<file path="src/hdl/ctdm_pkg.sv">
// ----------------------------------------------------------------------------
// ctdm_pkg
// Types, codes and helpers shared by the card table dirty mark unit.
// ----------------------------------------------------------------------------
package ctdm_pkg;

    localparam int ADDR_W     = 48;
    localparam int CIDX_W     = 12;
    localparam int CNT_W      = 13;
    localparam int CARD_SHIFT = 9;
    localparam int ROW_BITS   = 32;
    localparam int CMD_W      = 3;

    localparam logic [CMD_W-1:0] CMD_MARK      = 3'd0;
    localparam logic [CMD_W-1:0] CMD_TEST      = 3'd1;
    localparam logic [CMD_W-1:0] CMD_CLEAR     = 3'd2;
    localparam logic [CMD_W-1:0] CMD_CLEAR_ALL = 3'd3;
    localparam logic [CMD_W-1:0] CMD_FIND      = 3'd4;

    localparam logic CFG_HEAP_BASE  = 1'b0;
    localparam logic CFG_CARD_COUNT = 1'b1;

    typedef enum logic [2:0] {
        K_MARK,
        K_TEST,
        K_CLEAR,
        K_CLRALL,
        K_FIND,
        K_NOP
    } t_kind;

    typedef enum logic [1:0] {
        BS_CLEAR,
        BS_IDLE,
        BS_EXEC,
        BS_FIND
    } t_bstate;

    typedef struct packed {
        logic [CMD_W-1:0]  cmd;
        logic [ADDR_W-1:0] addr;
        logic [CIDX_W-1:0] card_index;
    } t_cmd_item;

    typedef struct packed {
        logic              hit;
        logic [CIDX_W-1:0] found_index;
        logic [ADDR_W-1:0] card_start;
        logic [ADDR_W-1:0] card_end;
        logic [CNT_W-1:0]  dirty_total;
    } t_result;

    // Classified command. An index in range is always below the card count.
    typedef struct packed {
        t_kind            kind;
        logic             in_range;
        logic [CNT_W-1:0] idx;
    } t_op;

    // Result before the card addresses are formed.
    typedef struct packed {
        logic              hit;
        logic              addr_ok;
        logic [CIDX_W-1:0] idx;
        logic [CNT_W-1:0]  total;
    } t_raw;

    function automatic logic [4:0] first_set(input logic [ROW_BITS-1:0] bits);
        logic [4:0] pos;
        pos = '0;
        for (int b = ROW_BITS - 1; b >= 0; b--) begin
            if (bits[b]) begin
                pos = 5'(b);
            end
        end
        return pos;
    endfunction

endpackage

</file>
<file path="src/hdl/ctdm_front.sv">
// ----------------------------------------------------------------------------
// ctdm_front
// Accepts commands, turns them into card operations and queues them.
// ----------------------------------------------------------------------------
module ctdm_front import ctdm_pkg::*; (
    input  logic              i_clk,
    input  logic              i_rst_n,
    input  logic              i_push,
    output logic              o_full,
    input  logic              i_hold,
    input  t_cmd_item         i_item,
    input  logic [ADDR_W-1:0] i_base,
    input  logic [CNT_W-1:0]  i_n,
    output t_op               o_op,
    output logic              o_op_vld,
    input  logic              i_op_pop
);

    localparam int CI_W = ADDR_W - CARD_SHIFT;

    logic [ADDR_W:0]   w_diff;
    logic [CI_W-1:0]   w_cidx;
    logic              w_mark_in;
    logic              w_ci_in;
    t_op               w_op;
    logic              w_wr;
    logic              w_rd;
    t_op               r_q [2];
    logic              r_wp;
    logic              r_rp;
    logic [1:0]        r_cnt;

    assign w_diff    = {1'b0, i_item.addr} - {1'b0, i_base};
    assign w_cidx    = w_diff[ADDR_W-1:CARD_SHIFT];
    assign w_mark_in = !w_diff[ADDR_W] && (w_cidx < {{(CI_W-CNT_W){1'b0}}, i_n});
    assign w_ci_in   = {1'b0, i_item.card_index} < i_n;

    always_comb begin
        w_op = '{kind: K_NOP, in_range: 1'b0, idx: '0};
        unique case (i_item.cmd)
            CMD_MARK: begin
                w_op.kind     = K_MARK;
                w_op.in_range = w_mark_in;
                w_op.idx      = w_mark_in ? w_cidx[CNT_W-1:0] : '0;
            end
            CMD_TEST: begin
                w_op.kind     = K_TEST;
                w_op.in_range = w_ci_in;
                w_op.idx      = {1'b0, i_item.card_index};
            end
            CMD_CLEAR: begin
                w_op.kind     = K_CLEAR;
                w_op.in_range = w_ci_in;
                w_op.idx      = {1'b0, i_item.card_index};
            end
            CMD_CLEAR_ALL: begin
                w_op.kind = K_CLRALL;
            end
            CMD_FIND: begin
                w_op.kind     = K_FIND;
                w_op.in_range = w_ci_in;
                w_op.idx      = {1'b0, i_item.card_index};
            end
            default: begin
                w_op.kind = K_NOP;
            end
        endcase
    end

    assign o_full   = (r_cnt == 2'd2) || i_hold;
    assign w_wr     = i_push && !o_full;
    assign w_rd     = i_op_pop && (r_cnt != 2'd0);
    assign o_op_vld = (r_cnt != 2'd0);
    assign o_op     = r_q[r_rp];

    always_ff @(posedge i_clk) begin
        if (!i_rst_n) begin
            r_wp  <= 1'b0;
            r_rp  <= 1'b0;
            r_cnt <= 2'd0;
        end else begin
            if (w_wr) begin
                r_wp <= !r_wp;
            end
            if (w_rd) begin
                r_rp <= !r_rp;
            end
            r_cnt <= r_cnt + {1'b0, w_wr} - {1'b0, w_rd};
        end
    end

    always_ff @(posedge i_clk) begin
        if (w_wr) begin
            r_q[r_wp] <= w_op;
        end
    end

endmodule

</file>
<file path="config.mk">
export PLATFORM = sky130hd
export DESIGN_NAME = ctdm_front
export DESIGN_NICKNAME = d
export VERILOG_FILES = /design/src/hdl/ctdm_pkg.sv /design/src/hdl/ctdm_front.sv
export SDC_FILE = /design/constraint.sdc
export NUM_CORES = 1
export LEC_CHECK = 0
export ABC_AREA = 1
export ABC_CLOCK_PERIOD_IN_PS = 4300
export BUFFER_PORTS_ARGS = -buffer_cell sky130_fd_sc_hd__buf_4
export CORE_MARGIN = 4
export CORE_UTILIZATION = 55
export CTS_CLUSTER_SIZE = 14
export DETAILED_ROUTE_END_ITERATION = 16
export PLACE_DENSITY = 0.8
export SKIP_CTS_REPAIR_TIMING = 1
export SYNTH_ARGS = -nofsm -noshare
export SYNTH_HDL_FRONTEND = slang
export SYNTH_SLANG_ARGS = --single-unit
</file>
<file path="constraint.sdc">
create_clock -name i_clk -period 4.3 [get_ports i_clk]
set_input_delay 0.86 -clock i_clk [delete_from_list [all_inputs] [get_ports i_clk]]
set_output_delay 0.86 -clock i_clk [all_outputs]
set_load 0.1 [all_outputs]
</file>
==> metrics.md <==
| Metric | Value |
|---|---|
| Nets | 1558 |
| Mapped Area | slightly below 0.007 sq mm |
| HP Start | r_rp |
| Worst Tran Pin Value | ~0.94 ns |
| Final hold slack | 0.453 ns |
| Root buffer cell | clkbuf_16 |
| Largest net degree at the start of global routing | 18 |
| Post-synthesis simple-gate area fraction | 0.442 |
| Final GP Congestion | roughly 1 |
| Status | finished, final reports clean |
| Synth area leader | nand2_1 |
| Arrival @ worst endpoint | just over 4 ns |
| DR WL/cell | between 10 and 15 um |
| Post-Synth XOR/XNOR Area | 0.0166 |
| Period utilization | 0.905 |
| I/O pin count | roughly 150 |
| Core box area | 0.0121 sq mm |
| Residual DRC | 0 |
| Starting DRC count in detailed routing | around 670 |
| Grt ovf | 0 |
| Worst VDD drop | 152 uV |
| Synth top area share | 0.253 |
| Register area share after synthesis | 0.164 |
| Library cells used by synthesis | 37 |
| Maximum clock insertion buffer count | 2 |
| Synth Area in Compound Gates | 0.0567 |
| Highest fanout seen on the critical path | 12 |
| Count leader, synth | nand2_1 |
| Mux cell area share after synthesis | 0.0280 |
| Die W | about 120 um |
| Synthesized netlist cell count | between 1000 and 1500 |
| TNS Setup | 0 ns |
| Syn_area_per_cell | 5.68 sq um |
| Final setup viols | 0 |
| Largest cells by area after synthesis | nand2_1 25%, inv_1 15%, edfxtp_1 15% |
| Vert. Die Dim | roughly 120 um |
| Power Density | approximately 260 mW/mm^2 |
| Via density | 5.00 |
| Clk slew on worst S/H paths | about 0.050 ns |
| First-pass GRT wire length | roughly 33 mm |
| Fin area | around 0.0083 sq mm |
| CP Class | input port to flop |
| Final hold violation count | 0 |
| Worst EP required | around 4.4 ns |
| Dpl hpwl | around 18 mm |
| Worst Hold Class | flop to flop |
| Commonest cells in the netlist | 461 x nand2_1, 281 x inv_1, 99 x nor2_1 |
| DRT antenna net count | 0 |
| Initial core utilization | 0.565 |
| Async S/R FF share, synth | 0 |
| Unrepaired setup endpoints after global routing | no |
| Top FF cell, synth | edfxtp_1 |
| Dpl ws | about 0.15 ns |
| CTS H-tree depth | 2 |
| Adder-Cell Fraction of Synth Area | 0.132 |
| CTS tree | built |
| Clock Skews | 0.00154 ns |
| Row Count | 40 |
| All-layer global routing usage | 0.280 |
| Clk sink count | 39 |
| Number of synthesized flops with an enable pin | 34 |
| N_diodes | 0 |
| Min Tclk post-route | approximately 3.9 ns |
| Initial antenna violation count | 0 |
| Setup ws final | ~0.4 ns |
| Area Overhead vs Synth | 21.0% |
| Vias in the first global route | 6985 |
| Layout cells sized above 1 | 0.171 |
| Yosys synthesis warning count | 0 |
| Die area | ~0.014 sq mm |
| CP Capture Type | flop |
| Drt pass-1 iters | 6 |
| Max-slew violations | 0 |
| Seq cells post-synth | 39 |
| Total power | between 2 and 2.5 mW |
| Clk_lat worst skew | about 0.28 ns |
| Static leakage | around 5.0 nW |
| Final wirelength | about 20 mm |
| Relative slew slack | 0.371 |
| Syn Nets | ~1400 |
| RR Startpoint | r_cnt[0] |
| CP startpoint kind | input port |
| Max Cap Viol | 0 |
| Vias | between 7000 and 8000 |
| DP Area | roughly 0.008 sq mm |
| Largest family of logic cells by synthesized area | simple AND/OR/NAND/NOR gates |
| Inserted Clock Buffers | 5 |
| Max Clock Freq | between 200 and 300 MHz |
| Origin of the worst setup path | i_item[20] |
| PortBufs | about 150 |
## critical path, stage by stage
cell and delay (ns):
buf_4 0.11, ha_1 0.31, nand2_1 0.14, nor2_1 0.23, and2_1 0.19, nand2_2 0.07
nand2_4 0.08, nand2_1 0.05, nand2_1 0.06, xor2_1 0.23, ha_1 0.28, nand2_1 0.06
and3_1 0.17, inv_1 0.04, nor2_1 0.09, nand2_1 0.06, nor2_1 0.08, nand4_1 0.09
nor2_2 0.53, nand3_1 0.14, nand2_1 0.13
## report_power, final
part / internal, mW / switching (mW) / leakage [nW]
registers: 0.450 / 0.0238 / 0.358
clock network: 0.211 / 0.131 / 0.0659
logic: 0.425 / 0.904 / 4.56
total: 1.09 / 1.06 / 4.98
## path summary, 6_finish.rpt
path / cells past startpoint / end / slack [ns]
setup / recovery: 21 / r_q[0][1] / 0.41
hold / removal: 1 / r_rp / 0.45
setup reg to reg: 10 / r_cnt[1] / 2.76
hold reg to reg: 1 / r_rp / 0.45
## cell usage in the layout, fill, tap and decap left out, types with 4 or more instances in the layout
cell and n:
a21oi_1 46, buf_4 150, clkbuf_16 5, dfxtp_1 5, edfxtp_1 34, ha_1 72
inv_1 281, inv_2 4, mux2_2 17, nand2_1 461, nand2_2 15, nand3_1 52
nand3_2 10, nand3b_1 5, nand4_1 19, nor2_1 99, nor2_2 20, nor2_4 4
nor3_1 6, nor3_2 5, o21ai_0 8, o21bai_1 4, xnor2_1 6, xor2_1 7
## per-layer routing
metal | vias up | global-route usage | part of all wire
li1 | 3983 | - | -
met4 | 0 | 0.0845 | 0.023
met3 | 25 | 0.0217 | 0.067
met1 | 3363 | 0.397 | 0.47
met2 | 258 | 0.457 | 0.44
met5 | - | 0 | 0
## stage by stage
| stage | utilization | std cells |
|---|---|---|
| CTS | 0.684 | 1526 |
| global placement | 0.673 | 1518 |
| detailed placement | 0.673 | 1518 |
| floorplan | - | 1206 |
| finish | 0.684 | 1526 |
| global route | 0.684 | 1526 |
## cell type report
cell class                      instances  area [sq um]
Multi-Input combinational cell        876          4620
Fill cell                            1186          3830
Timing Repair Buffer                  150          1130
Sequential cell                        39          1120
Inverter                              285          1070
Tap cell                              168           210
Clock buffer                            6           129
Clock inverter                          2          7.51
## cells by family (layout without fill, tap and decap cells)
| family | count (synthesis) | in the layout |
|---|---|---|
| AND/OR/NAND/NOR | 704 | 704 |
| buffers and inverters | 291 | 443 |
| adder cells (fa/ha/maj) | 72 | 72 |
| AO/OA/AOI/OAI | 70 | 70 |
| flip-flops | 39 | 39 |
| multiplexers | 17 | 17 |
| XOR/XNOR | 13 | 13 |
## state kept, by name, summed over array words and instances, names as in the netlist, named ones only
name	count
r_q	34
r_cnt	2
r_rp	1
r_wp	1
No activity file was read; power rests on OpenSTA's default activity.
