`config.mk`:
```
export PLATFORM = sky130hd
export DESIGN_NAME = ctdm_out
export DESIGN_NICKNAME = d
export VERILOG_FILES = /design/src/hdl/ctdm_pkg.sv /design/src/hdl/ctdm_out.sv
export SDC_FILE = /design/constraint.sdc
export NUM_CORES = 1
export LEC_CHECK = 0
export CAP_MARGIN = 20
export CORE_MARGIN = 1.5
export CORE_UTILIZATION = 34
export CTS_BUF_LIST = sky130_fd_sc_hd__clkbuf_4 sky130_fd_sc_hd__clkbuf_8
export CTS_CLUSTER_DIAMETER = 150
export DETAILED_ROUTE_END_ITERATION = 12
export DONT_BUFFER_PORTS = 1
export PLACE_DENSITY = 0.54
export SLEW_MARGIN = 20
export SYNTH_ARGS = -nofsm -noshare
export SYNTH_HDL_FRONTEND = slang
export SYNTH_SLANG_ARGS = --single-unit
```
`constraint.sdc`:
```
create_clock -name i_clk -period 6.43 [get_ports i_clk]
set_input_delay 1.286 -clock i_clk [delete_from_list [all_inputs] [get_ports i_clk]]
set_output_delay 1.286 -clock i_clk [all_outputs]
set_load 0.01 [all_outputs]
```
`src/hdl/ctdm_pkg.sv`:
```
// ----------------------------------------------------------------------------
// ctdm_pkg
// Types, codes and helpers shared by the card table dirty mark unit.
// ----------------------------------------------------------------------------
package ctdm_pkg;

    localparam int ADDR_W     = 48;
    localparam int CIDX_W     = 12;
    localparam int CNT_W      = 13;
    localparam int CARD_SHIFT = 9;
    localparam int ROW_BITS   = 32;
    localparam int CMD_W      = 3;

    localparam logic [CMD_W-1:0] CMD_MARK      = 3'd0;
    localparam logic [CMD_W-1:0] CMD_TEST      = 3'd1;
    localparam logic [CMD_W-1:0] CMD_CLEAR     = 3'd2;
    localparam logic [CMD_W-1:0] CMD_CLEAR_ALL = 3'd3;
    localparam logic [CMD_W-1:0] CMD_FIND      = 3'd4;

    localparam logic CFG_HEAP_BASE  = 1'b0;
    localparam logic CFG_CARD_COUNT = 1'b1;

    typedef enum logic [2:0] {
        K_MARK,
        K_TEST,
        K_CLEAR,
        K_CLRALL,
        K_FIND,
        K_NOP
    } t_kind;

    typedef enum logic [1:0] {
        BS_CLEAR,
        BS_IDLE,
        BS_EXEC,
        BS_FIND
    } t_bstate;

    typedef struct packed {
        logic [CMD_W-1:0]  cmd;
        logic [ADDR_W-1:0] addr;
        logic [CIDX_W-1:0] card_index;
    } t_cmd_item;

    typedef struct packed {
        logic              hit;
        logic [CIDX_W-1:0] found_index;
        logic [ADDR_W-1:0] card_start;
        logic [ADDR_W-1:0] card_end;
        logic [CNT_W-1:0]  dirty_total;
    } t_result;

    // Classified command. An index in range is always below the card count.
    typedef struct packed {
        t_kind            kind;
        logic             in_range;
        logic [CNT_W-1:0] idx;
    } t_op;

    // Result before the card addresses are formed.
    typedef struct packed {
        logic              hit;
        logic              addr_ok;
        logic [CIDX_W-1:0] idx;
        logic [CNT_W-1:0]  total;
    } t_raw;

    function automatic logic [4:0] first_set(input logic [ROW_BITS-1:0] bits);
        logic [4:0] pos;
        pos = '0;
        for (int b = ROW_BITS - 1; b >= 0; b--) begin
            if (bits[b]) begin
                pos = 5'(b);
            end
        end
        return pos;
    endfunction

endpackage

```
`src/hdl/ctdm_out.sv`:
```
// ----------------------------------------------------------------------------
// ctdm_out
// Forms card start and end addresses and queues finished results.
// ----------------------------------------------------------------------------
module ctdm_out import ctdm_pkg::*; (
    input  logic              i_clk,
    input  logic              i_rst_n,
    input  t_raw              i_raw,
    input  logic              i_raw_vld,
    output logic              o_raw_rdy,
    input  logic [ADDR_W-1:0] i_base,
    output t_result           o_res,
    output logic              o_empty,
    input  logic              i_pop
);

    localparam int PAD_W = ADDR_W - CIDX_W - CARD_SHIFT;

    t_raw              r_stg;
    logic              r_stg_vld;
    t_result           r_q [2];
    logic              r_wp;
    logic              r_rp;
    logic [1:0]        r_cnt;
    t_result           w_res;
    logic              w_mv;
    logic              w_pop;
    logic [CIDX_W:0]   w_idx_p1;

    assign w_mv      = r_stg_vld && (r_cnt != 2'd2);
    assign o_raw_rdy = !r_stg_vld || w_mv;
    assign w_pop     = i_pop && (r_cnt != 2'd0);
    assign w_idx_p1  = {1'b0, r_stg.idx} + (CIDX_W + 1)'(1);

    always_comb begin
        w_res.hit         = r_stg.hit;
        w_res.found_index = r_stg.addr_ok ? r_stg.idx : '0;
        w_res.dirty_total = r_stg.total;
        w_res.card_start  = '0;
        w_res.card_end    = '0;
        if (r_stg.addr_ok) begin
            w_res.card_start = i_base + {{PAD_W{1'b0}}, r_stg.idx, {CARD_SHIFT{1'b0}}};
            w_res.card_end   = i_base + {{(PAD_W-1){1'b0}}, w_idx_p1, {CARD_SHIFT{1'b0}}};
        end
    end

    assign o_res   = r_q[r_rp];
    assign o_empty = (r_cnt == 2'd0);

    always_ff @(posedge i_clk) begin
        if (!i_rst_n) begin
            r_stg_vld <= 1'b0;
            r_wp      <= 1'b0;
            r_rp      <= 1'b0;
            r_cnt     <= 2'd0;
        end else begin
            if (o_raw_rdy) begin
                r_stg_vld <= i_raw_vld;
            end
            if (w_mv) begin
                r_wp <= !r_wp;
            end
            if (w_pop) begin
                r_rp <= !r_rp;
            end
            r_cnt <= r_cnt + {1'b0, w_mv} - {1'b0, w_pop};
        end
    end

    always_ff @(posedge i_clk) begin
        if (o_raw_rdy && i_raw_vld) begin
            r_stg <= i_raw;
        end
        if (w_mv) begin
            r_q[r_wp] <= w_res;
        end
    end

endmodule
```
==> impl_metrics.toml <==
[clock_network]
post-cts-setup-buffers = 0
cts.repair.resized = 0
numCtsBuffers = 46
insertion_delay_ns = 0.60
htree_levels = 2
root_buffer = "clkbuf_8"
clkTransAtPathRegs_ns = 0.06
cts_max_path_buffers = 3
numClockSinks = 259
cts_tree = "done"
holdBufCountCts = 0

[timing]
hold_violations = 0
fin_crit_ns = 3.83
rsz0062_at_grt = "no"
maxSlewViolCount = 0
setup_viol = 0
timing.final.ws_setup_ns = 2.60
fin_setup_tns_ns = 0
worstMarginPinSlew_ns = 1.05
fmax_ghz = 0.261
fin_skew_ns = 0.0351
slew_headroom_pct = 30.2
fin_crit_sh_pct = 59.5

[layout]
drive_above_1_share_pct = 23.4
n_fill_cell = 3374
postLayoutCoreUtil_pct = 38.2
antenna_cells = 0
area_growth_pct = 10.5
fin_nets = 1008
final_area_um2 = 13600

[logic_synthesis]
synthesis.nets = 994
synth-seq-area-share_pct = 62.7
netlist_area_um2 = 12300
syn_inst = 881
synth_seq_cells = 259
synth_warnings = 0
synth_edf_count = 253
yosysUniqueCellTypes = 61
synth_ff_type = "edfxtp_1"
synth_area_per_cell_um2 = 14.0
async_flop_share_pct = 0

[routing]
firstDrtPassIters = 10
wire_per_inst_um = 21.1
drt_iter0_drc = 356
vias = 7006
ant_nets = 0
drt-met1-wl_um = 12300
wl_met2_um = 13700
highest_layer = "met4"
wl_met3_um = 2660
drc_errors = 10
via_per_inst = 5.04
totalWireLength_um = 29300

[placed_design]
numPortBuffers = 0
placed_area_um2 = 12700
gp_congestion = 0.805
dp_hpwl_um = 19300
dp_slack_ns = 2.31

[power]
ir_worst_vdd_uv = 167
p_per_area_nw_per_um2 = 336
total_power_w = 0.00457
p_leak_nw = 4.70

[global_routing]
grt_max_degree = 100
gr-total-overflow = 0
grtUsageTotal_pct = 16.0
antenna_found_initial = 0
grt_pass1_wl_um = 44900
grt_pass1_vias = 7309

[worst_setup_path]
path_max_fanout = 53
cp-start-kind = "flop"
worstReg2RegStart = "r_stg[14]"
crit_required_ns = 5.14
crit_type = "reg -> out"
worstSetupEndpointType = "output port"
crit_arrival_ns = 2.54

[floorplan]
die-area_um2 = 37400
start_util_pct = 34.5
die_h_um = 193
rows = 69
fp.dieW_um = 193
io_pins = 203
core_area_um2 = 35700

[min_path]
min-delay-path-class = "reg -> reg"
hp-start = "r_stg[7]"

[run_status]
violations = "design-rule violations"
outcome = "complete, but fails checks"

[job]
drv_cap = 0
[worst paths after layout]
kind / depth (start not counted) / end / slack [ns]
max: 2 / o_res[17] / 2.60
max reg2reg: 10 / r_q[0][60] / 2.78
min: 0 / r_q[1][7] / 0.44
min reg2reg: 0 / r_q[1][7] / 0.44
[layer usage]
metal,vias up,GRT usage [%]
met5,-,0
li1,3294,-
met3,48,6.73
met4,0,5.31
met1,3466,19.3
met2,198,25.7
[worst max-delay path: stages, from the launching register on]
cell and delay, ns:
dfxtp_4 0.86, buf_4 0.58, mux2_2 0.47
[state kept, by name, summed over array words and instances (netlist names), named ones only]
name       count
r_rp           1
r_stg_vld      1
r_q          226
r_cnt          2
r_stg         27
r_wp           1
[Yosys cell counts, types with 2 or more instances]
cell type | n | area share [%]
or4_1 | 2 | 0.12
ha_1 | 32 | 3.3
a211oi_2 | 2 | 0.20
inv_1 | 12 | 0.37
o211ai_1 | 5 | 0.30
o21ai_0 | 16 | 0.65
clkbuf_1 | 20 | 0.61
mux2i_1 | 14 | 1.1
edfxtp_1 | 253 | 62
nor4_1 | 3 | 0.15
nand2_1 | 54 | 1.6
nor2_1 | 82 | 2.5
a21oi_1 | 19 | 0.77
nand4_1 | 7 | 0.36
xor2_1 | 31 | 2.2
buf_1 | 4 | 0.12
a21boi_0 | 4 | 0.24
and4_1 | 2 | 0.14
nor3b_1 | 2 | 0.12
buf_6 | 3 | 0.27
mux2_2 | 113 | 10
o21bai_1 | 7 | 0.43
dfxtp_1 | 6 | 0.98
and2_1 | 28 | 1.4
nand2b_1 | 14 | 0.71
nand3_1 | 22 | 0.89
a211oi_1 | 2 | 0.12
nor2b_1 | 7 | 0.36
a21o_1 | 9 | 0.55
a21oi_2 | 5 | 0.36
and3b_1 | 2 | 0.14
buf_4 | 13 | 0.79
nor3_1 | 8 | 0.33
and3_1 | 11 | 0.56
o21a_1 | 4 | 0.24
and4_4 | 2 | 0.18
a31o_1 | 2 | 0.14
fa_1 | 2 | 0.33
xnor2_1 | 31 | 2.2
or3_1 | 5 | 0.25
[kinds of logic after synthesis]
group,synth area share [%]
AND/OR/NAND/NOR,10.5
multiplexers,11.5
XOR/XNOR,4.41
buffers and inverters,2.20
flip-flops,62.7
AO/OA/AOI/OAI,5.18
adder cells (fa/ha/maj),3.58
[cells in the final DEF, fill, tap and decap left out, types with 5 or more instances in the layout]
| cell | synthesis | routed |
|---|---|---|
| a21o_1 | 9 | 9 |
| a21oi_1 | 19 | 19 |
| a21oi_2 | 5 | 5 |
| and2_1 | 28 | 28 |
| and3_1 | 11 | 10 |
| buf_4 | 13 | 6 |
| clkbuf_4 | 0 | 11 |
| clkbuf_8 | 0 | 49 |
| clkinv_1 | 0 | 9 |
| clkinv_2 | 0 | 13 |
| dfxtp_1 | 6 | 5 |
| edfxtp_1 | 253 | 253 |
| ha_1 | 32 | 32 |
| inv_1 | 12 | 11 |
| mux2_2 | 113 | 113 |
| mux2i_1 | 14 | 14 |
| nand2_1 | 54 | 54 |
| nand2b_1 | 14 | 14 |
| nand3_1 | 22 | 22 |
| nand4_1 | 7 | 7 |
| nor2_1 | 82 | 81 |
| nor2b_1 | 7 | 7 |
| nor3_1 | 8 | 8 |
| o211ai_1 | 5 | 5 |
| o21ai_0 | 16 | 16 |
| o21bai_1 | 7 | 7 |
| or3_1 | 5 | 5 |
| xnor2_1 | 31 | 31 |
| xor2_1 | 31 | 31 |
[layout make-up]
| cell class | instances | area (um2) | share of cell area, % |
|---|---|---|---|
| clock buffers | 60 | 757 | 5.56 |
| clock inverters | 22 | 101 | 0.745 |
| inverters | 12 | 46.3 | 0.340 |
| multi-input cells | 569 | 4340 | 31.9 |
| flip-flops and latches | 259 | 7720 | 56.7 |
| well taps | 461 | 577 | 4.24 |
| repair buffers | 7 | 65.1 | 0.478 |
[metrics by stage]
step / hold slack, ns / instances
after floorplan: 0.421 / 881
after global placement: 0.423 / 1308
after detailed placement: 0.430 / 1308
after CTS: 0.443 / 1390
after global routing: 0.455 / 1390
final: 0.443 / 1390
[power by group]
part,switching [W],internal (W)
clock,0.000673,0.000767
combinational,0.000595,0.000391
sequential,0.0000985,0.00205
total,0.00137,0.00321
(Power assumes the default switching activity.)
