## config.mk

```make
export PLATFORM = sky130hd
export DESIGN_NAME = ctdm_back
export DESIGN_NICKNAME = d
export VERILOG_FILES = /design/src/hdl/ctdm_pkg.sv /design/src/hdl/ctdm_back.sv
export SDC_FILE = /design/constraint.sdc
export NUM_CORES = 2
export LEC_CHECK = 0
export ABC_AREA = 1
export BUFFER_PORTS_ARGS = -buffer_cell sky130_fd_sc_hd__buf_2
export CORE_ASPECT_RATIO = 2
export CORE_MARGIN = 4
export CORE_UTILIZATION = 33
export CTS_BUF_LIST = sky130_fd_sc_hd__clkbuf_8
export CTS_CLUSTER_DIAMETER = 30
export CTS_CLUSTER_SIZE = 24
export DETAILED_ROUTE_END_ITERATION = 8
export PLACE_DENSITY_LB_ADDON = 0.08
export SETUP_SLACK_MARGIN = 0.4
export SYNTH_ARGS = -nofsm -noshare
export SYNTH_HDL_FRONTEND = slang
export SYNTH_SLANG_ARGS = --single-unit
```

## constraint.sdc

```tcl
create_clock -name i_clk -period 13.4 [get_ports i_clk]
set_clock_uncertainty 0.05 [all_clocks]
set_input_delay 2.68 -clock i_clk [delete_from_list [all_inputs] [get_ports i_clk]]
set_output_delay 2.68 -clock i_clk [all_outputs]
set_load 0.02 [all_outputs]
```

## src/hdl/ctdm_pkg.sv

```systemverilog
// ----------------------------------------------------------------------------
// ctdm_pkg
// Types, codes and helpers shared by the card table dirty mark unit.
// ----------------------------------------------------------------------------
package ctdm_pkg;

    localparam int ADDR_W     = 48;
    localparam int CIDX_W     = 12;
    localparam int CNT_W      = 13;
    localparam int CARD_SHIFT = 9;
    localparam int ROW_BITS   = 32;
    localparam int CMD_W      = 3;

    localparam logic [CMD_W-1:0] CMD_MARK      = 3'd0;
    localparam logic [CMD_W-1:0] CMD_TEST      = 3'd1;
    localparam logic [CMD_W-1:0] CMD_CLEAR     = 3'd2;
    localparam logic [CMD_W-1:0] CMD_CLEAR_ALL = 3'd3;
    localparam logic [CMD_W-1:0] CMD_FIND      = 3'd4;

    localparam logic CFG_HEAP_BASE  = 1'b0;
    localparam logic CFG_CARD_COUNT = 1'b1;

    typedef enum logic [2:0] {
        K_MARK,
        K_TEST,
        K_CLEAR,
        K_CLRALL,
        K_FIND,
        K_NOP
    } t_kind;

    typedef enum logic [1:0] {
        BS_CLEAR,
        BS_IDLE,
        BS_EXEC,
        BS_FIND
    } t_bstate;

    typedef struct packed {
        logic [CMD_W-1:0]  cmd;
        logic [ADDR_W-1:0] addr;
        logic [CIDX_W-1:0] card_index;
    } t_cmd_item;

    typedef struct packed {
        logic              hit;
        logic [CIDX_W-1:0] found_index;
        logic [ADDR_W-1:0] card_start;
        logic [ADDR_W-1:0] card_end;
        logic [CNT_W-1:0]  dirty_total;
    } t_result;

    // Classified command. An index in range is always below the card count.
    typedef struct packed {
        t_kind            kind;
        logic             in_range;
        logic [CNT_W-1:0] idx;
    } t_op;

    // Result before the card addresses are formed.
    typedef struct packed {
        logic              hit;
        logic              addr_ok;
        logic [CIDX_W-1:0] idx;
        logic [CNT_W-1:0]  total;
    } t_raw;

    function automatic logic [4:0] first_set(input logic [ROW_BITS-1:0] bits);
        logic [4:0] pos;
        pos = '0;
        for (int b = ROW_BITS - 1; b >= 0; b--) begin
            if (bits[b]) begin
                pos = 5'(b);
            end
        end
        return pos;
    endfunction

endpackage

```

## src/hdl/ctdm_back.sv

```systemverilog
// ----------------------------------------------------------------------------
// ctdm_back
// Holds the dirty bits in rows of a memory and carries out card operations.
// ----------------------------------------------------------------------------
module ctdm_back import ctdm_pkg::*; #(
    parameter int MAX_CARDS = 4096
) (
    input  logic             i_clk,
    input  logic             i_rst_n,
    input  logic             i_wipe,
    input  logic [CNT_W-1:0] i_n,
    input  t_op              i_op,
    input  logic             i_op_vld,
    output logic             o_op_pop,
    output t_raw             o_raw,
    output logic             o_raw_vld,
    input  logic             i_raw_rdy,
    output logic             o_init
);

    localparam int ROWS = (MAX_CARDS + ROW_BITS - 1) / ROW_BITS;
    localparam int RW   = (ROWS > 1) ? $clog2(ROWS) : 1;
    localparam int VW   = ((RW + 5 > CNT_W) ? RW + 5 : CNT_W) + 1;
    localparam logic [RW-1:0] LAST_ROW = RW'(ROWS - 1);

    t_bstate               r_state;
    t_bstate               n_state;
    logic [RW-1:0]         r_row;
    logic [RW-1:0]         n_row;
    t_op                   r_op;
    t_op                   n_op;
    logic                  r_first;
    logic                  n_first;
    logic [CNT_W-1:0]      r_count;
    logic [CNT_W-1:0]      n_count;
    logic                  r_clr_rsp;
    logic                  n_clr_rsp;
    logic [ROW_BITS-1:0]   r_mem [ROWS];
    logic [ROW_BITS-1:0]   r_rdata;
    logic                  w_rd_en;
    logic [RW-1:0]         w_rd_addr;
    logic                  w_wr_en;
    logic [RW-1:0]         w_wr_addr;
    logic [ROW_BITS-1:0]   w_wr_data;
    logic [31:0]           w_op_row32;
    logic [RW-1:0]         w_op_row;
    logic                  w_bit;
    logic [VW-1:0]         w_rowbase;
    logic [VW-1:0]         w_n_ext;
    logic [VW-1:0]         w_rem;
    logic [ROW_BITS-1:0]   w_lim;
    logic [ROW_BITS-1:0]   w_low;
    logic [ROW_BITS-1:0]   w_hits;
    logic                  w_more;
    logic [31:0]           w_found32;

    assign w_op_row32 = 32'(i_op.idx[CNT_W-1:5]);
    assign w_op_row   = w_op_row32[RW-1:0];
    assign w_bit      = r_rdata[r_op.idx[4:0]];

    assign w_rowbase = {{(VW-RW-5){1'b0}}, r_row, 5'b0};
    assign w_n_ext   = {{(VW-CNT_W){1'b0}}, i_n};
    assign w_rem     = w_n_ext - w_rowbase;
    assign w_lim     = (w_n_ext <= w_rowbase) ? '0 :
                       (w_rem >= VW'(ROW_BITS)) ? '1 :
                       ~({ROW_BITS{1'b1}} << w_rem[4:0]);
    assign w_low     = r_first ? ({ROW_BITS{1'b1}} << r_op.idx[4:0]) : '1;
    assign w_hits    = r_rdata & w_low & w_lim;
    assign w_more    = (w_rowbase + VW'(ROW_BITS)) < w_n_ext;
    assign w_found32 = 32'({r_row, first_set(w_hits)});

    assign o_init = (r_state == BS_CLEAR) && !r_clr_rsp;

    always_ff @(posedge i_clk) begin
        if (!i_rst_n) begin
            r_state <= BS_CLEAR;
        end else begin
            r_state <= n_state;
        end
    end

    always_comb begin
        n_state   = r_state;
        n_row     = r_row;
        n_op      = r_op;
        n_first   = r_first;
        n_count   = r_count;
        n_clr_rsp = r_clr_rsp;
        w_rd_en   = 1'b0;
        w_rd_addr = r_row;
        w_wr_en   = 1'b0;
        w_wr_addr = r_row;
        w_wr_data = r_rdata;
        o_op_pop  = 1'b0;
        o_raw_vld = 1'b0;
        o_raw     = '0;
        unique case (r_state)
            BS_CLEAR: begin
                w_wr_en   = 1'b1;
                w_wr_data = '0;
                n_row     = r_row + RW'(1);
                if (r_row == LAST_ROW) begin
                    n_row   = '0;
                    n_state = r_clr_rsp ? BS_EXEC : BS_IDLE;
                end
            end
            BS_IDLE: begin
                if (i_op_vld) begin
                    o_op_pop = 1'b1;
                    n_op     = i_op;
                    if (i_op.kind == K_CLRALL) begin
                        n_state   = BS_CLEAR;
                        n_row     = '0;
                        n_clr_rsp = 1'b1;
                        n_count   = '0;
                    end else begin
                        w_rd_en   = 1'b1;
                        w_rd_addr = w_op_row;
                        n_row     = w_op_row;
                        n_first   = 1'b1;
                        n_state   = (i_op.kind == K_FIND) ? BS_FIND : BS_EXEC;
                    end
                end
            end
            BS_EXEC: begin
                if (i_raw_rdy) begin
                    o_raw_vld = 1'b1;
                    n_state   = BS_IDLE;
                    n_clr_rsp = 1'b0;
                    case (r_op.kind)
                        K_MARK: begin
                            if (r_op.in_range && !w_bit) begin
                                w_wr_en                  = 1'b1;
                                w_wr_data[r_op.idx[4:0]] = 1'b1;
                                n_count                  = r_count + CNT_W'(1);
                            end
                            o_raw.hit     = r_op.in_range;
                            o_raw.addr_ok = r_op.in_range;
                            o_raw.idx     = r_op.idx[CIDX_W-1:0];
                        end
                        K_TEST: begin
                            o_raw.hit     = r_op.in_range && w_bit;
                            o_raw.addr_ok = 1'b1;
                            o_raw.idx     = r_op.idx[CIDX_W-1:0];
                        end
                        K_CLEAR: begin
                            if (r_op.in_range && w_bit) begin
                                w_wr_en                  = 1'b1;
                                w_wr_data[r_op.idx[4:0]] = 1'b0;
                                n_count                  = r_count - CNT_W'(1);
                            end
                            o_raw.hit     = r_op.in_range;
                            o_raw.addr_ok = 1'b1;
                            o_raw.idx     = r_op.idx[CIDX_W-1:0];
                        end
                        K_CLRALL: begin
                            o_raw.hit = 1'b1;
                        end
                        default: begin
                            o_raw.hit = 1'b0;
                        end
                    endcase
                    o_raw.total = n_count;
                end
            end
            BS_FIND: begin
                if (!r_op.in_range || (w_hits == '0)) begin
                    if (r_op.in_range && w_more) begin
                        w_rd_en   = 1'b1;
                        w_rd_addr = r_row + RW'(1);
                        n_row     = r_row + RW'(1);
                        n_first   = 1'b0;
                    end else if (i_raw_rdy) begin
                        o_raw_vld   = 1'b1;
                        o_raw.total = r_count;
                        n_state     = BS_IDLE;
                    end
                end else if (i_raw_rdy) begin
                    o_raw_vld     = 1'b1;
                    o_raw.hit     = 1'b1;
                    o_raw.addr_ok = 1'b1;
                    o_raw.idx     = w_found32[CIDX_W-1:0];
                    o_raw.total   = r_count;
                    n_state       = BS_IDLE;
                end
            end
            default: begin
                n_state = BS_IDLE;
            end
        endcase
        if (i_wipe) begin
            n_state   = BS_CLEAR;
            n_row     = '0;
            n_count   = '0;
            n_clr_rsp = 1'b0;
        end
    end

    always_ff @(posedge i_clk) begin
        if (!i_rst_n) begin
            r_row     <= '0;
            r_count   <= '0;
            r_clr_rsp <= 1'b0;
            r_first   <= 1'b0;
        end else begin
            r_row     <= n_row;
            r_count   <= n_count;
            r_clr_rsp <= n_clr_rsp;
            r_first   <= n_first;
        end
    end

    always_ff @(posedge i_clk) begin
        r_op <= n_op;
    end

    always_ff @(posedge i_clk) begin
        if (w_wr_en) begin
            r_mem[w_wr_addr] <= w_wr_data;
        end
    end

    always_ff @(posedge i_clk) begin
        if (w_rd_en) begin
            r_rdata <= r_mem[w_rd_addr];
        end
    end

endmodule

```

==> impl_results.md <==
- Status: finished clean
- Die width: 517 µm
- DRT antenna net count: 0
- Slew @ Worst Pin: 1220 ps
- Clock root cell: clkbuf_8
- Data arrival, critical path: 7790 ps
- HPWL after DPL: 359000 µm
- Initial DRC count: 8689
- Core footprint: 518000 µm²
- Type of destination of the critical path: output pin
- Post-route setup slack: 2880 ps
- CTS H-Tree Depth: 6
- Global route overflow: 0
- Post-synthesis cell count: 14400
- CP required: 10670 ps
- Nets@finish: 14600
- Row cnt: 374
- Slew Limit Headroom: 0.186
- Top FF cell, synth: edfxtp_1
- Initial antenna violation count: 26
- DRC viols: 0
- Post-synth EDFFs: 4144
- Seq cells post-synth: 4168
- Synth top area share: 0.726
- Startpoint types: primary input
- Clock transition at path regs: 50 ps
- Port-buffer cells: 63
- Mean Syn Cell Area: 11.9 µm²
- Maximum clock insertion buffer count: 5
- Total GRT Usage: 0.232
- Static leakage: 65.6 nW
- Library cells used by synthesis: 52
- Die Y-Extent: 1030 µm
- Overall routed net length: 628000 µm
- Synthesized cell area: 171000 µm²
- Final Critical Period: 10520 ps
- Fin crit share: 0.785
- Synth area leaders: edfxtp_1 (73%), nand3_1 (12%), nand2_1 (9.6%)
- Vias in the first global route: 113000
- Initial Util: 0.331
- First-pass iteration count of the detailed router: 6
- Vias: 114000
- Pre-CTS WS: 2610 ps
- Post-CTS sizing: 0
- Clock latency on the worst-skew pair: 1150 ps
- CTS tree: done
- Synth area leader: edfxtp_1
- Gp weighted congestion: 0.872
- WL/cell: 28.8 µm
- Seq/Total Area, Yosys: 0.729
- Hold Vio Cnt, Final: 0
- PD cells: 138 nW/µm²
- First-pass GRT wire length: 877000 µm
- Total Power: 0.0268 W
- CP Max Fanout: 13
- Synthesized Nets: 14500
- CP Class: in2out
- Setup TNS Final: 0 ps
- Vias/cell: 5.23
- Largest net degree at the start of global routing: 158
- Fraction of layout cells with a size suffix above 1: 0.108
- Area growth syn-to-layout: 13.0%
- DIE AREA: 531000 µm²
- Maximum vdd drop: 99.7 µV
- CTS Buf Count: 635
- Top Ports: 65
- Max_cap viols: 0
- Post-CTS Hold Buffers: 0
- FFs w/ async S/R, synth: 0
- Count of pins over their slew limit: 0
- Ys Warns: 0
- Clk sink count: 4168
- Post-CTS setup buffers: 0
- Final setup violation count: 0
- RSZ-0062 raised after global routing: no
- FMAX: 95.1 MHz
- Hold WC Path Type: reg2reg
-- layout by cell type, fill, tap and decap left out, types with 13 or more instances in the layout --
cell type,instances
o221ai_1,20
clkinv_1,92
nor2_4,128
bufinv_16,75
o21ai_0,82
o21ai_1,16
a211oi_1,14
o21ai_4,32
buf_2,63
clkinv_2,87
nor3_1,33
buf_4,325
nor2_2,13
inv_1,213
nor2_1,116
inv_6,35
diode_2,21
a32oi_1,17
clkinvlp_4,59
nand4_1,15
buf_12,68
clkinv_4,40
o211ai_1,20
dfxtp_1,24
a21oi_1,55
o22ai_1,20
nand2_1,4361
nand3_1,4095
ha_1,18
clkbuf_8,653
edfxtp_1,4144
-- routing by layer --
metal | part of all wire | GRT usage | routed length, µm
met2 | 0.52 | 0.417 | 325000
met3 | 0.038 | 0.0267 | 23600
met4 | 0.062 | 0.131 | 39300
met5 | 0.000040 | 0 | 25
met1 | 0.38 | 0.267 | 240000
-- critical path, stage by stage --
cell,delay [ps]
buf_2,140
ha_1,370
nand2_1,100
nor2_1,110
nand3_1,120
nand3_1,130
nand2_1,360
nor2_2,440
nand2_1,170
a211oi_1,330
o21ai_1,170
nand2_1,120
nor2_1,60
nand2_1,110
nor2_2,70
nand2_1,110
nand2_2,140
nor3_1,540
inv_1,430
o21ai_0,740
buf_2,300
-- cells by family (layout without fill, tap and decap cells) --
kind of cell | after synthesis | count (layout) | share of synthesized area
XOR/XNOR | 10 | 10 | 0.000511
AO/OA/AOI/OAI | 319 | 319 | 0.0117
AND/OR/NAND/NOR | 8783 | 8783 | 0.223
flip-flops | 4168 | 4168 | 0.729
other | 0 | 21 | 0
adder cells (fa/ha/maj) | 19 | 19 | 0.00143
buffers and inverters | 1119 | 1729 | 0.0338
-- Yosys cell counts (2+ instances only) --
master,instances
buf_1,42
nand2_2,4
nor4_1,6
o21ai_0,114
o2111ai_1,4
o31ai_1,2
a21oi_1,55
buf_8,3
buf_6,52
nand2_1,4363
buf_4,91
nand3b_1,2
o32ai_1,11
nor2_1,250
a22oi_2,2
clkbuf_1,118
inv_4,4
inv_2,8
nor3_1,33
o311ai_0,3
edfxtp_1,4144
a221oi_1,4
a32oi_1,17
xor2_1,9
nor2_2,7
a31oi_1,5
nand3_1,4095
o21bai_1,2
o22ai_1,20
clkinv_1,7
dfxtp_1,24
o21ai_1,16
nand4_1,15
a211oi_1,14
nand2_4,4
o211ai_2,2
o211ai_1,20
ha_1,18
o221ai_1,20
buf_2,645
inv_1,147
a22oi_1,6
-- sequential cells by signal (all words and copies together) (netlist names) --
name,flops
r_clr_rsp,1
r_state,2
r_row,7
r_op,16
r_mem,4096
r_count,13
r_first,1
r_rdata,32
-- where the power goes --
group	total [W]	internal [W]	switching, W
registers	0.0141	0.0141	0.00000414
clock network	0.0115	0.00610	0.00542
logic	0.00116	0.000312	0.000847
-- final timing paths --
path / depth (start not counted) / slack, ps / end / from
setup / recovery: 21 / 2880 / o_raw[23] / i_n[8]
setup reg to reg: 25 / 4430 / r_rdata[2] / r_row[0]
hold / removal: 2 / 430 / r_clr_rsp / r_clr_rsp
hold reg to reg: 2 / 430 / r_clr_rsp / r_clr_rsp
-- area by class of cell --
cell class | count | area (µm²)
Antenna cell | 21 | 52.6
Clock buffer | 653 | 8990
Clock inverter | 453 | 4420
Fill cell | 50400 | 324000
Inverter | 167 | 693
Multi-Input combinational cell | 9131 | 42000
Sequential cell | 4168 | 125000
Tap cell | 6768 | 8470
Timing Repair Buffer | 456 | 4120
-- metrics by stage --
| stage | cell area (µm²) | hold WS [ps] | instances | utilization |
|---|---|---|---|---|
| 2_1_floorplan | 171000 | 404 | 14400 | - |
| 3_3_place_gp | 180000 | 420 | 20700 | 0.348 |
| 3_5_place_dp | 180000 | 422 | 20700 | 0.348 |
| 4_1_cts | 194000 | 435 | 21800 | 0.374 |
| 5_1_grt | 194000 | 465 | 21800 | 0.374 |
| 6_report | 194000 | 433 | 21800 | 0.374 |
Note: power is estimated with default switching activity, not from simulation.
